`src/rtl/oudmm_pkg.sv`:
```
`timescale 1ns / 1ps
// Shared types, constants and helpers for the odd-unit distance mask minimum block.
// Depends on nothing; the lane, merge and top-level files in rtl/ refer to it by scoped names.
package oudmm_pkg;

   // Group order and support size follow from the fixed request fields.
   localparam int ORDER   = 128;
   localparam int POINTS  = 4;
   localparam int POINT_W = $clog2(ORDER);
   localparam int HALF    = ORDER / 2;
   localparam int MASK_W  = HALF - 1;
   localparam int DIST_W  = $clog2(HALF);
   localparam int PAIRS   = POINTS * (POINTS - 1) / 2;

   // Pair enumeration: (i, j) with i < j, in row order.
   localparam int PAIR_A [PAIRS] = '{0, 0, 0, 1, 1, 2};
   localparam int PAIR_B [PAIRS] = '{1, 2, 3, 2, 3, 3};

   typedef logic [POINT_W-1:0] point_type;
   typedef logic [MASK_W-1:0]  mask_type;
   typedef point_type [POINTS-1:0] points_type;

   typedef struct packed {
      point_type point_3;
      point_type point_2;
      point_type point_1;
      point_type point_0;
   } req_type;

   typedef struct packed {
      mask_type min_mask;
      logic     degenerate;
   } rsp_type;

   // Travels alongside the lane results: one beat per sweep step.
   typedef struct packed {
      logic valid;
      logic first;
      logic last;
   } ctl_type;

   typedef enum logic [1:0] {
      ST_IDLE,
      ST_SWEEP,
      ST_DRAIN,
      ST_HOLD
   } state_type;

   function automatic mask_type mask_min(input mask_type a, input mask_type b);
      return (b < a) ? b : a;
   endfunction

endpackage

```
`src/rtl/oudmm_merge.sv`:
```
`timescale 1ns / 1ps
// Merging stage: registered minimum tree across the lanes, then a running minimum.
// Depends on oudmm_pkg. Stages: log2(LANES) tree levels plus one accumulate stage.
module oudmm_merge #(
   parameter int LANES = 8
) (
   input  logic                 clock,
   input  logic                 reset,
   input  oudmm_pkg::ctl_type   ctl,
   input  oudmm_pkg::mask_type  lane_mask [LANES],
   output logic                 done,
   output oudmm_pkg::mask_type  result
);

   localparam int LEVELS = $clog2(LANES);

   oudmm_pkg::mask_type tree_ff [LEVELS][LANES];
   oudmm_pkg::ctl_type  ctl_ff  [LEVELS];
   oudmm_pkg::mask_type acc_in;
   oudmm_pkg::mask_type acc_ff;
   logic                done_in;
   logic                done_ff;

   for (genvar lv = 0; lv < LEVELS; lv++) begin : g_level
      for (genvar n = 0; n < LANES; n++) begin : g_node
         if (n < (LANES >> (lv + 1))) begin : g_used
            if (lv == 0) begin : g_leaf
               always_ff @(posedge clock) begin
                  tree_ff[lv][n] <= oudmm_pkg::mask_min(lane_mask[2*n], lane_mask[2*n+1]);
               end
            end else begin : g_inner
               always_ff @(posedge clock) begin
                  tree_ff[lv][n] <= oudmm_pkg::mask_min(tree_ff[lv-1][2*n],
                                                        tree_ff[lv-1][2*n+1]);
               end
            end
         end else begin : g_spare
            assign tree_ff[lv][n] = '0;
         end
      end

      if (lv == 0) begin : g_ctl_leaf
         always_ff @(posedge clock) begin
            if (reset) begin
               ctl_ff[lv] <= '0;
            end else begin
               ctl_ff[lv] <= ctl;
            end
         end
      end else begin : g_ctl_inner
         always_ff @(posedge clock) begin
            if (reset) begin
               ctl_ff[lv] <= '0;
            end else begin
               ctl_ff[lv] <= ctl_ff[lv-1];
            end
         end
      end
   end

   // Restart on the first beat, fold in later beats, flag the last.
   always_comb begin
      acc_in  = acc_ff;
      done_in = 1'b0;
      if (ctl_ff[LEVELS-1].valid) begin
         acc_in  = ctl_ff[LEVELS-1].first ? tree_ff[LEVELS-1][0]
                   : oudmm_pkg::mask_min(acc_ff, tree_ff[LEVELS-1][0]);
         done_in = ctl_ff[LEVELS-1].last;
      end
   end

   always_ff @(posedge clock) begin
      acc_ff <= acc_in;
   end

   always_ff @(posedge clock) begin
      if (reset) begin
         done_ff <= 1'b0;
      end else begin
         done_ff <= done_in;
      end
   end

   assign done   = done_ff;
   assign result = acc_ff;

endmodule

```
`config.mk`:
```
export PLATFORM = sky130hd
export DESIGN_NAME = oudmm_merge
export DESIGN_NICKNAME = d
export VERILOG_FILES = /design/src/rtl/oudmm_pkg.sv /design/src/rtl/oudmm_merge.sv
export SDC_FILE = /design/constraint.sdc
export NUM_CORES = 1
export LEC_CHECK = 0
export ABC_AREA = 1
export BUFFER_PORTS_ARGS = -buffer_cell sky130_fd_sc_hd__clkbuf_2
export CAP_MARGIN = 15
export CORE_MARGIN = 2
export CORE_UTILIZATION = 45
export CTS_CLUSTER_DIAMETER = 40
export DETAILED_ROUTE_END_ITERATION = 8
export PLACE_DENSITY = 0.77
export SYNTH_ARGS = -nofsm -noshare
export SYNTH_HDL_FRONTEND = slang
export SYNTH_SLANG_ARGS = --single-unit
```
`constraint.sdc`:
```
create_clock -name clock -period 12.5 [get_ports clock]
set_input_delay 1.875 -clock clock [delete_from_list [all_inputs] [get_ports clock]]
set_output_delay 1.875 -clock clock [all_outputs]
set_load 0.02 [all_outputs]
```
==> impl_metrics.py <==
metrics = {
    "outcome": {
        "status": "completed",
    },
    "floorplanning": {
        "io_pins": 573,
        "core_sq_mm": 0.0674,
        "die_area_sq_mm": 0.0705,
        "initial_utilization_pct": 45.7,
        "die_x_microns": 266,
        "rows": 95,
        "die_h_microns": 266,
    },
    "clock_network": {
        "hold_buffers": 0,
        "insertion_delay_ps": 630,
        "clk_pin_slew_worst_paths_ps": 50,
        "clock_sinks": 514,
        "cts_made_buffers": 84,
        "cts_setup_buffers": 0,
        "cts_tree": "done",
        "clockBufferDepth": 3,
        "ctsRootBufferMaster": "clkbuf_16",
        "htreeDepth": 3,
        "cts_resized": 0,
    },
    "synth": {
        "synth_top_area_cell": "dfxtp_1",
        "syn_area_sq_mm": 0.0308,
        "syn_inst": 4215,
        "synth_cell_types": 29,
        "synthMostInstantiatedCell": "nand2_1",
        "synth-main-ff-cell": "dfxtp_1",
        "ys_top_cells_by_area": "dfxtp_1 29%, ha_1 20%, nand2_1 18%",
        "synth-warning-count": 0,
        "yosysTopAreaCellShare_pct": 29.3,
        "synth_edf_count": 63,
        "syn_area_per_cell_sq_um": 7.30,
        "synth-seq-cells": 514,
        "synth.top_cells.by_count": "1438 x nand2_1, 638 x inv_1, 497 x nand3_1, 496 x ha_1, 451 x dfxtp_1",
        "async_flop_share_pct": 0,
        "synth_fp_nets": 5220,
        "ys_seq_area_share_pct": 35.5,
    },
    "setup_path": {
        "critPathLaunch": "lane_mask[479]",
        "required_ps": 13000,
        "r2r_cells": 13,
        "r2r_slack_ps": 9050,
        "crit_fanout": 63,
        "reg2reg_to": "tree_ff[951]",
        "worstSetupEndpointType": "flop",
        "startpoint_type": "input pin",
        "crit_arrival_ps": 4780,
        "setup.worst_path.end": "tree_ff[1495]",
        "r2r_start": "tree_ff[1511]",
        "critical_path_class": "input pin to flop",
    },
    "sta": {
        "fin_skew_ps": 42.9,
        "drv_slew": 0,
        "finalHoldViolCount": 0,
        "finalSetupTns_ps": 0,
        "rsz0062_at_grt": "false",
        "fmax_mhz": 234,
        "hold_ws_ps": 403,
        "slew_headroom_pct": 43.6,
        "period_minus_slack_ps": 4280,
        "worst_slew_pin_slew_ps": 846,
        "fin_crit_sh_pct": 34.2,
        "finalSetupViolations": 0,
    },
    "global_routing": {
        "grt_max_degree": 65,
        "grt.total_usage_pct": 28.0,
        "grt_pass1_wl_mm": 153,
        "grt_pass1_vias": 28248,
        "antenna_found_initial": 16,
        "grt_overflow": 0,
    },
    "power_and_ir_drop": {
        "power_density_mw_per_mm2": 180,
        "p_total_w": 0.00668,
        "p_leak_nw": 21.4,
        "peakVddDrop_uv": 133,
    },
    "drt": {
        "routedWlPerCell_microns": 17.5,
        "wl_mm": 99.9,
        "avgViaCountPerCell": 5.08,
        "drc": 0,
        "dr_total_vias": 29027,
        "drtIter0Drc": 1923,
        "ant_nets": 0,
        "drt_pass1_iterations": 6,
    },
    "final_layout": {
        "drive_gt1_share_pct": 16.0,
        "area_growth_pct": 20.3,
        "finalNetCount": 5765,
        "postLayoutCoreUtil_pct": 54.9,
    },
    "flow_run": {
        "cap_violations": 0,
    },
    "hold_path": {
        "min_path_type": "flop to flop",
    },
    "place": {
        "port_buffers": 572,
        "gp_congestion": 0.967,
        "hpwl_mm": 79.9,
    },
}
worst min-delay path by stage:
stage | end | depth (start not counted) | startpoint | slack, ps
5_1_grt | ctl_ff[1][2] | 2 | ctl_ff[0][2] | 410
3_3_place_gp | ctl_ff[1][0] | 2 | ctl_ff[0][0] | 390
6_report | ctl_ff[2][0] | 2 | ctl_ff[1][0] | 400
2_1_floorplan | ctl_ff[1][0] | 2 | ctl_ff[0][0] | 390
4_1_cts | ctl_ff[2][0] | 2 | ctl_ff[1][0] | 400
3_5_place_dp | ctl_ff[2][0] | 2 | ctl_ff[1][0] | 400
state kept, by name (all words and copies together) (netlist names):
signal,flops
done,1
result,63
tree_ff,441
ctl_ff,9
through the flow:
step / setup slack (ps) / cell area, sq um / std cells
final: 8220 / 37000 / 5716
after global routing: 8000 / 37000 / 5714
after CTS: 8360 / 37000 / 5704
after detailed placement: 7700 / 34100 / 5547
after global placement: 7840 / 34100 / 5547
after floorplan: 7570 / 30800 / 4215
cell usage in the layout, fill, tap and decap left out, types with 3 or more instances in the layout:
master / instances
a21o_1: 15
a21oi_1: 188
a21oi_4: 3
a31oi_1: 5
buf_4: 14
bufinv_16: 3
clkbuf_1: 5
clkbuf_16: 86
clkbuf_2: 572
clkbuf_8: 9
clkinv_2: 9
clkinv_4: 9
clkinv_8: 4
clkinvlp_4: 6
dfxtp_1: 451
diode_2: 12
edfxtp_1: 63
ha_1: 496
inv_1: 638
inv_6: 13
inv_8: 11
nand2_1: 1438
nand2_2: 5
nand2_4: 8
nand3_1: 497
nand4_1: 24
nor2_1: 163
nor2_2: 4
nor2_4: 5
nor3_1: 18
nor3_2: 6
o21a_1: 15
o21ai_0: 42
metal layers:
layer	wire (microns)	share of wire [%]	track usage, %	up-vias
li1	-	-	-	14556
met1	42500	43	35.3	13213
met2	46800	47	47.1	1021
met3	5890	5.9	3.95	237
met4	4680	4.7	13.6	0
met5	0	0	0	-
cell families (layout without fill, tap and decap cells):
kind of cell	count (synthesis)	count (layout)	share of synthesized area, %
adders and majority gates	496	496	20.2
AOI/OAI and AO/OA	268	268	4.70
DFF	514	514	35.5
buffers and inverters	766	1382	10.3
and+or+nand+nor	2171	2171	29.4
other	0	12	0
power breakdown:
part / internal (W) / switching [W]
registers: 0.00209 / 0.000281
clock network: 0.00142 / 0.000911
logic: 0.000710 / 0.00127
total: 0.00422 / 0.00246
area by class of cell:
class | instances | area, sq um
fillers | 6276 | 30400
multi-input cells | 2935 | 16700
flip-flops and latches | 514 | 10900
repair buffers | 586 | 2970
inverters | 639 | 2400
clock buffers | 100 | 2290
well taps | 873 | 1090
clock inverters | 57 | 612
diodes | 12 | 30.0
critical path, stage by stage:
cell and delay [ps]:
clkbuf_2 90, inv_1 50, ha_1 290, a21o_1 180
nor2_1 120, nand2_1 120, nand2_1 80, nand2_1 120
a21oi_4 280, buf_4 630, nand2_4 570, nand2_1 250
nand2_1 60
Note: power is estimated with default switching activity, not from simulation.
